$ cat config.mk
export PLATFORM = sky130hd
export DESIGN_NAME = sorted_priority_queue
export DESIGN_NICKNAME = d
export VERILOG_FILES = /design/src/rtl/spq_pkg.sv /design/src/rtl/sorted_priority_queue.sv /design/src/rtl/spq_cell.sv
export SDC_FILE = /design/constraint.sdc
export NUM_CORES = 2
export LEC_CHECK = 0
export ABC_AREA = 1
export BUFFER_PORTS_ARGS = -buffer_cell sky130_fd_sc_hd__buf_2
export CORE_MARGIN = 1.5
export CORE_UTILIZATION = 45
export DETAILED_ROUTE_END_ITERATION = 7
export PLACE_DENSITY_LB_ADDON = 0.12
export RECOVER_POWER = 100
export SETUP_SLACK_MARGIN = 0.2
export SYNTH_ARGS = -nofsm -noshare
export SYNTH_HDL_FRONTEND = slang
export SYNTH_SLANG_ARGS = --single-unit
$ cat constraint.sdc
create_clock -name clk -period 6.6 [get_ports clk]
set_input_delay 0.99 -clock clk [delete_from_list [all_inputs] [get_ports clk]]
set_output_delay 0.99 -clock clk [all_outputs]
set_load 0.01 [all_outputs]
$ cat src/rtl/spq_pkg.sv
// Shared types and constants for the sorted priority queue.
// Used by the cell, the top level and the checker; no dependencies.
`default_nettype none
package spq_pkg;
	localparam int CAPACITY = 16;
	localparam int CNT_W = $clog2(CAPACITY + 1);
	localparam logic [4:0] OCC_FULL = 5'(CAPACITY);

	typedef logic signed [31:0] key_t;
	typedef logic [31:0] data_t;
	typedef logic [CNT_W-1:0] count_t;

	typedef enum logic {
		OP_INSERT = 1'b0,
		OP_REMOVE = 1'b1
	} spq_op_t;

	typedef enum logic [1:0] {
		ST_INSERTED = 2'd0,
		ST_REMOVED  = 2'd1,
		ST_EMPTY    = 2'd2,
		ST_FULL     = 2'd3
	} spq_status_t;

	typedef struct packed {
		logic ins;
		logic rem;
	} spq_cmd_t;
endpackage
`default_nettype wire

$ cat src/rtl/sorted_priority_queue.sv
// Top level of the sorted priority queue: a row of spq_cell slots, the
// entry counter and the result register. Depends on spq_pkg and spq_cell.
//
// Usage:
// Requests arrive on in_valid / in_stall with opcode, key and payload.
// An insert places the entry in ascending key order, ahead of equal keys.
// A remove returns the smallest entry on out_key and out_payload.
// Every request gives exactly one result on out_valid / out_stall with
// status, out_key, out_payload and the occupancy after the request.
// An insert into a full store is dropped with status full; a remove from
// an empty store reports status empty. Both return zero key and payload.
// The result appears in the cycle after acceptance. One request is taken
// per cycle, since every cell compares against the new key in parallel and
// shifts in the same cycle. The single result register sets that figure:
// while a result is held and out_stall is high, in_stall is high too, and
// the result and the store hold still.
// Reset empties the store at once; no clearing pass is needed.
`default_nettype none
module sorted_priority_queue import spq_pkg::*; (
	input  wire         clk,
	input  wire         arst_n,
	input  wire         in_valid,
	output logic        in_stall,
	input  wire         opcode,
	input  key_t        key,
	input  data_t       payload,
	output logic        out_valid,
	input  wire         out_stall,
	output logic [1:0]  status,
	output key_t        out_key,
	output data_t       out_payload,
	output logic [4:0]  occupancy
);
	count_t      count_q;
	count_t      count_next;
	logic        out_valid_q;
	spq_status_t status_q;
	spq_status_t status_next;
	key_t        out_key_q;
	data_t       out_payload_q;
	logic [4:0]  occupancy_q;
	logic [31:0] count_wide;
	logic        accept;
	logic        full;
	logic        empty;
	spq_cmd_t    cmd;

	logic  less   [CAPACITY];
	key_t  c_key  [CAPACITY];
	data_t c_pay  [CAPACITY];

	assign in_stall = out_valid_q && out_stall;
	assign accept = in_valid && !in_stall;
	assign full = (count_q == count_t'(CAPACITY));
	assign empty = (count_q == '0);

	always_comb begin
		cmd.ins = 1'b0;
		cmd.rem = 1'b0;
		count_next = count_q;
		status_next = ST_INSERTED;
		if (opcode == OP_INSERT) begin
			if (full) begin
				status_next = ST_FULL;
			end else begin
				cmd.ins = accept;
				count_next = count_q + count_t'(1);
			end
		end else begin
			if (empty) begin
				status_next = ST_EMPTY;
			end else begin
				cmd.rem = accept;
				status_next = ST_REMOVED;
				count_next = count_q - count_t'(1);
			end
		end
	end

	assign count_wide = 32'(count_next);

	genvar i;
	generate
		for (i = 0; i < CAPACITY; i++) begin : g_cell
			logic  p_less;
			key_t  p_key;
			data_t p_pay;
			key_t  n_key;
			data_t n_pay;
			if (i == 0) begin : g_first
				assign p_less = 1'b1;
				assign p_key = key;
				assign p_pay = payload;
			end else begin : g_mid
				assign p_less = less[i-1];
				assign p_key = c_key[i-1];
				assign p_pay = c_pay[i-1];
			end
			if (i == CAPACITY - 1) begin : g_last
				assign n_key = c_key[i];
				assign n_pay = c_pay[i];
			end else begin : g_inner
				assign n_key = c_key[i+1];
				assign n_pay = c_pay[i+1];
			end
			spq_cell u_cell (
				.clk          (clk),
				.cmd          (cmd),
				.valid        (count_t'(i) < count_q),
				.new_key      (key),
				.new_payload  (payload),
				.prev_less    (p_less),
				.prev_key     (p_key),
				.prev_payload (p_pay),
				.next_key     (n_key),
				.next_payload (n_pay),
				.less         (less[i]),
				.cell_key     (c_key[i]),
				.cell_payload (c_pay[i])
			);
		end
	endgenerate

	always_ff @(posedge clk or negedge arst_n) begin
		if (!arst_n) begin
			count_q <= '0;
			out_valid_q <= 1'b0;
		end else begin
			if (accept) begin
				count_q <= count_next;
				out_valid_q <= 1'b1;
			end else if (!out_stall) begin
				out_valid_q <= 1'b0;
			end
		end
	end

	always_ff @(posedge clk) begin
		if (accept) begin
			status_q <= status_next;
			occupancy_q <= count_wide[4:0];
			if (cmd.rem) begin
				out_key_q <= c_key[0];
				out_payload_q <= c_pay[0];
			end else begin
				out_key_q <= '0;
				out_payload_q <= '0;
			end
		end
	end

	assign out_valid = out_valid_q;
	assign status = status_q;
	assign out_key = out_key_q;
	assign out_payload = out_payload_q;
	assign occupancy = occupancy_q;
endmodule
`default_nettype wire

$ cat src/rtl/spq_cell.sv
// One slot of the sorted shift register: holds a key and payload and
// exchanges them with its neighbors. Depends on spq_pkg.
`default_nettype none
module spq_cell import spq_pkg::*; (
	input  wire       clk,
	input  spq_cmd_t  cmd,
	input  wire       valid,
	input  key_t      new_key,
	input  data_t     new_payload,
	input  wire       prev_less,
	input  key_t      prev_key,
	input  data_t     prev_payload,
	input  key_t      next_key,
	input  data_t     next_payload,
	output logic      less,
	output key_t      cell_key,
	output data_t     cell_payload
);
	key_t  key_q;
	data_t payload_q;

	assign less = valid && (key_q < new_key);
	assign cell_key = key_q;
	assign cell_payload = payload_q;

	always_ff @(posedge clk) begin
		if (cmd.ins) begin
			if (!less) begin
				if (prev_less) begin
					key_q <= new_key;
					payload_q <= new_payload;
				end else begin
					key_q <= prev_key;
					payload_q <= prev_payload;
				end
			end
		end else if (cmd.rem) begin
			key_q <= next_key;
			payload_q <= next_payload;
		end
	end
endmodule
`default_nettype wire

==> impl_results.md <==
- Clock sink count: 1,101
- Post_cts resized: 0
- CP endpoint kind: flop
- Clk pwr share: 25.7%
- Global-route wire length before repair: 343,000 um
- Min Hold Slack: 0.2147 ns
- Count of different cell masters after synthesis: 37
- Mapped Area: 68,920 um^2
- Longest Clk Path Bufs: 3
- IO Pins: 142
- Sw power: 0.01122 W
- Top cells by area, synth: edfxtp_1, nand2_1, ha_1
- WP data arrival: 6.57 ns
- Worst Path Class, Setup: input pin to flop
- Final WL: 227,200 um
- Multi-input gate area: 29,990 um^2
- Via count: 57,970
- Post-synthesis net count: 9,608
- GRT overflow: 0
- Syn-to-layout area delta: 8.680%
- Failing checks: capacitance limit, slew limit
- Total GRT Usage: 28.87%
- RSZ-0062 raised after global routing: false
- Top FF cell, synth: edfxtp_1
- Most common cell after layout, fill and taps aside: nand2_1
- Highest-count cells in the layout ignoring fill and taps: nand2_1, edfxtp_1, inv_1
- Largest net degree at the start of global routing: 174
- 1st-iter DRT viols: 6,025
- Clk_skew: 0.03247 ns
- Die height: 394.3 um
- Vias in the first global route: 54,830
- # setup viols final: 0
- Pwr per Cell Area: 371.0 nW/um^2
- Yosys top cell area share: 47.71%
- Cts hold-fix bufs: 0
- Warnings, synthesis: 0
- Combinational Power Share: 35.3%
- Post-CTS Setup Bufs: 0
- Slew @ Worst Pin: 3.008 ns
- #FFs+latches synth: 1,101
- Total CTS buffers: 136
- F_max: 168.2 MHz
- Final Critical Period: 5.945 ns
- Switch share: 40.36%
- Vias per cell: 5.217
- Cells after Synth: 9,040
- Req. time, crit path: 7.23 ns
- Post-route setup TNS: 0 ns
- Port Buffers: 141
- Share of cells above drive strength 1: 3.800%
- Rel. slew slack: -100.6%
- Worst-Skew Late Latency: 0.80 ns
- GP Congestion: 0.9247
- DR WL/cell: 20.45 um
- Startpoint Class: input pin
- Starting Density: 45.32%
- Max-cap violations: 24
- Outcome: complete, but fails checks
- Final hold violations: 0
- Pre-antenna DRT Iters: 8
- Max H-tree Level: 4
- Int Power: 0.01657 W
- Cell chain of the critical path: buf_2, inv_1, buf_4, ha_1, nand4_1, nor3_1, nand2_1, nor3_1, nand2_1, nand3b_1, clkbuf_2, nand4_1, nand2_1
- Critical Path Fanout Max: 64
- VDD IR-drop max: 0.0003790 V
- Crit path largest cell delay: 1.86 ns
- Initial antenna violation count: 9
- Final period util: 90.08%
- Detail Placement HPWL: 141,400 um
- Cell accounting for the most synthesized area: edfxtp_1
- Routed Antenna Nets: 0
- # DRC: 0
- Chip width: 394.3 um
- Cell family with most CP delay: buffers and inverters
- Syn avg cell area: 7.624 um^2
- Clock root buffer: clkbuf_16
- Post-synthesis sequential area ratio: 47.93%
- FP Rows: 143
- Reg clk slew, reported paths: 0.06 ns
- Hold Crit Class: input pin to async pin
- Leak Pwr: 42.11 nW
- Pwr Total: 0.02779 W
- FILL cells: 15,110
- Crit path max-delay cell type: clkbuf_2
- EDFF count, synth: 1,095
- Flop pwr share: 39.0%
- CTS tree: done
- Slew Viols, Final: 924
- Crit path top cell by count: nand2_1
- Seq. cell area: 33,030 um^2
- DIE AREA: 155,500 um^2
- Total Nets Final: 9,547
- CORE AREA: 152,100 um^2
- CP Buf/Inv Count: 4
- Ys async rst share: 0.5450%
synth_stat cells, types with 11 or more instances:
master	count
nand2_1	5134
edfxtp_1	1095
inv_1	1061
ha_1	499
a21oi_1	234
buf_2	206
nor2_1	191
clkbuf_1	133
o21ai_0	111
nand4_1	94
nand3_1	80
buf_4	36
buf_6	34
nor3_1	23
o21ai_1	23
o21a_1	16
a31oi_1	11
power by group through the flow:
stage	logic [W]	registers [W]	clock network, W
after floorplan	0.00628	0.0107	0
after global routing	0.0109	0.0110	0.00749
after CTS	0.00971	0.0108	0.00724
after detailed placement	0.00966	0.0109	0
final	0.00980	0.0108	0.00714
after global placement	0.00950	0.0109	0
registers in the layout (all words and copies together), names as in the netlist:
name	count
count_q	5
g_cell.u_cell.cell_key	512
out_key	32
g_cell.u_cell.cell_payload	512
out_valid	1
status	2
out_payload	32
occupancy	5
worst reg2reg max path: stages (launching register included):
cell and delay (ns):
dfrtp_1 0.45, inv_1 0.32, ha_1 0.24, inv_1 0.05
nor2_1 0.17, nand3_1 0.13, nand2_1 0.11, inv_1 0.12
nand2_8 0.66, inv_6 0.55, nand2_4 0.32, clkbuf_1 1.87
nand2_1 0.20, nand2_1 0.15, nand2_1 0.06
logic make-up after synthesis:
| family | count (synthesis) | share of synthesized area, % |
|---|---|---|
| AOI/OAI and AO/OA | 415 | 3.172 |
| xor gates and xnor gates | 4 | 0.05084 |
| adders and majority gates | 499 | 9.059 |
| buffers and inverters | 1480 | 9.001 |
| DFF | 1101 | 47.93 |
| and+or+nand+nor | 5541 | 30.79 |
per-layer routing:
layer	GRT usage [%]	part of all wire, %	vias up
met4	8.432	2.9	6
li1	-	-	28090
met3	4.715	9.3	343
met2	43.99	43	2423
met1	42.10	45	27100
met5	0	0.018	-
through the flow:
stage               std cells  utilization (%)  setup slack [ns]  cell area [um^2]
floorplan                9040                -             1.061             68920
global placement        10870            46.78             1.122             71150
detailed placement      10870            46.78             1.105             71150
CTS                     11110            49.45             1.779             75210
global route            11110            49.25            0.7877             74900
finish                  11110            49.25            0.6548             74900
final timing paths:
| kind | startpoint | end | slack (ns) | cells after the start |
|---|---|---|---|---|
| hold reg to reg | out_valid$_DFFE_PN0P_ | out_valid$_DFFE_PN0P_ | 0.50 | 2 |
| setup reg to reg | count_q[0]$_DFFE_PN0P_ | g_cell[6].u_cell.cell_payload[4]$_DFFE_PP_ | 0.96 | 14 |
| max in group asynchronous | arst_n | count_q[3]$_DFFE_PN0P_ | 5.94 | 1 |
| setup / recovery | key[31] | g_cell[15].u_cell.cell_key[21]$_DFFE_PP_ | 0.65 | 13 |
| min in group clk | in_valid | out_valid$_DFFE_PN0P_ | 0.40 | 3 |
| hold / removal | arst_n | out_valid$_DFFE_PN0P_ | 0.21 | 1 |
cell type report:
type                            count  share of cell area [%]
Clock inverter                     63                  0.5596
Timing Repair Buffer              216                   1.697
Multi-Input combinational cell   6459                   40.05
Sequential cell                  1101                   44.10
Clock buffer                      176                   4.858
Antenna cell                        1                0.003341
Inverter                         1065                   5.344
Tap cell                         2030                   3.391
(Power assumes the default switching activity.)
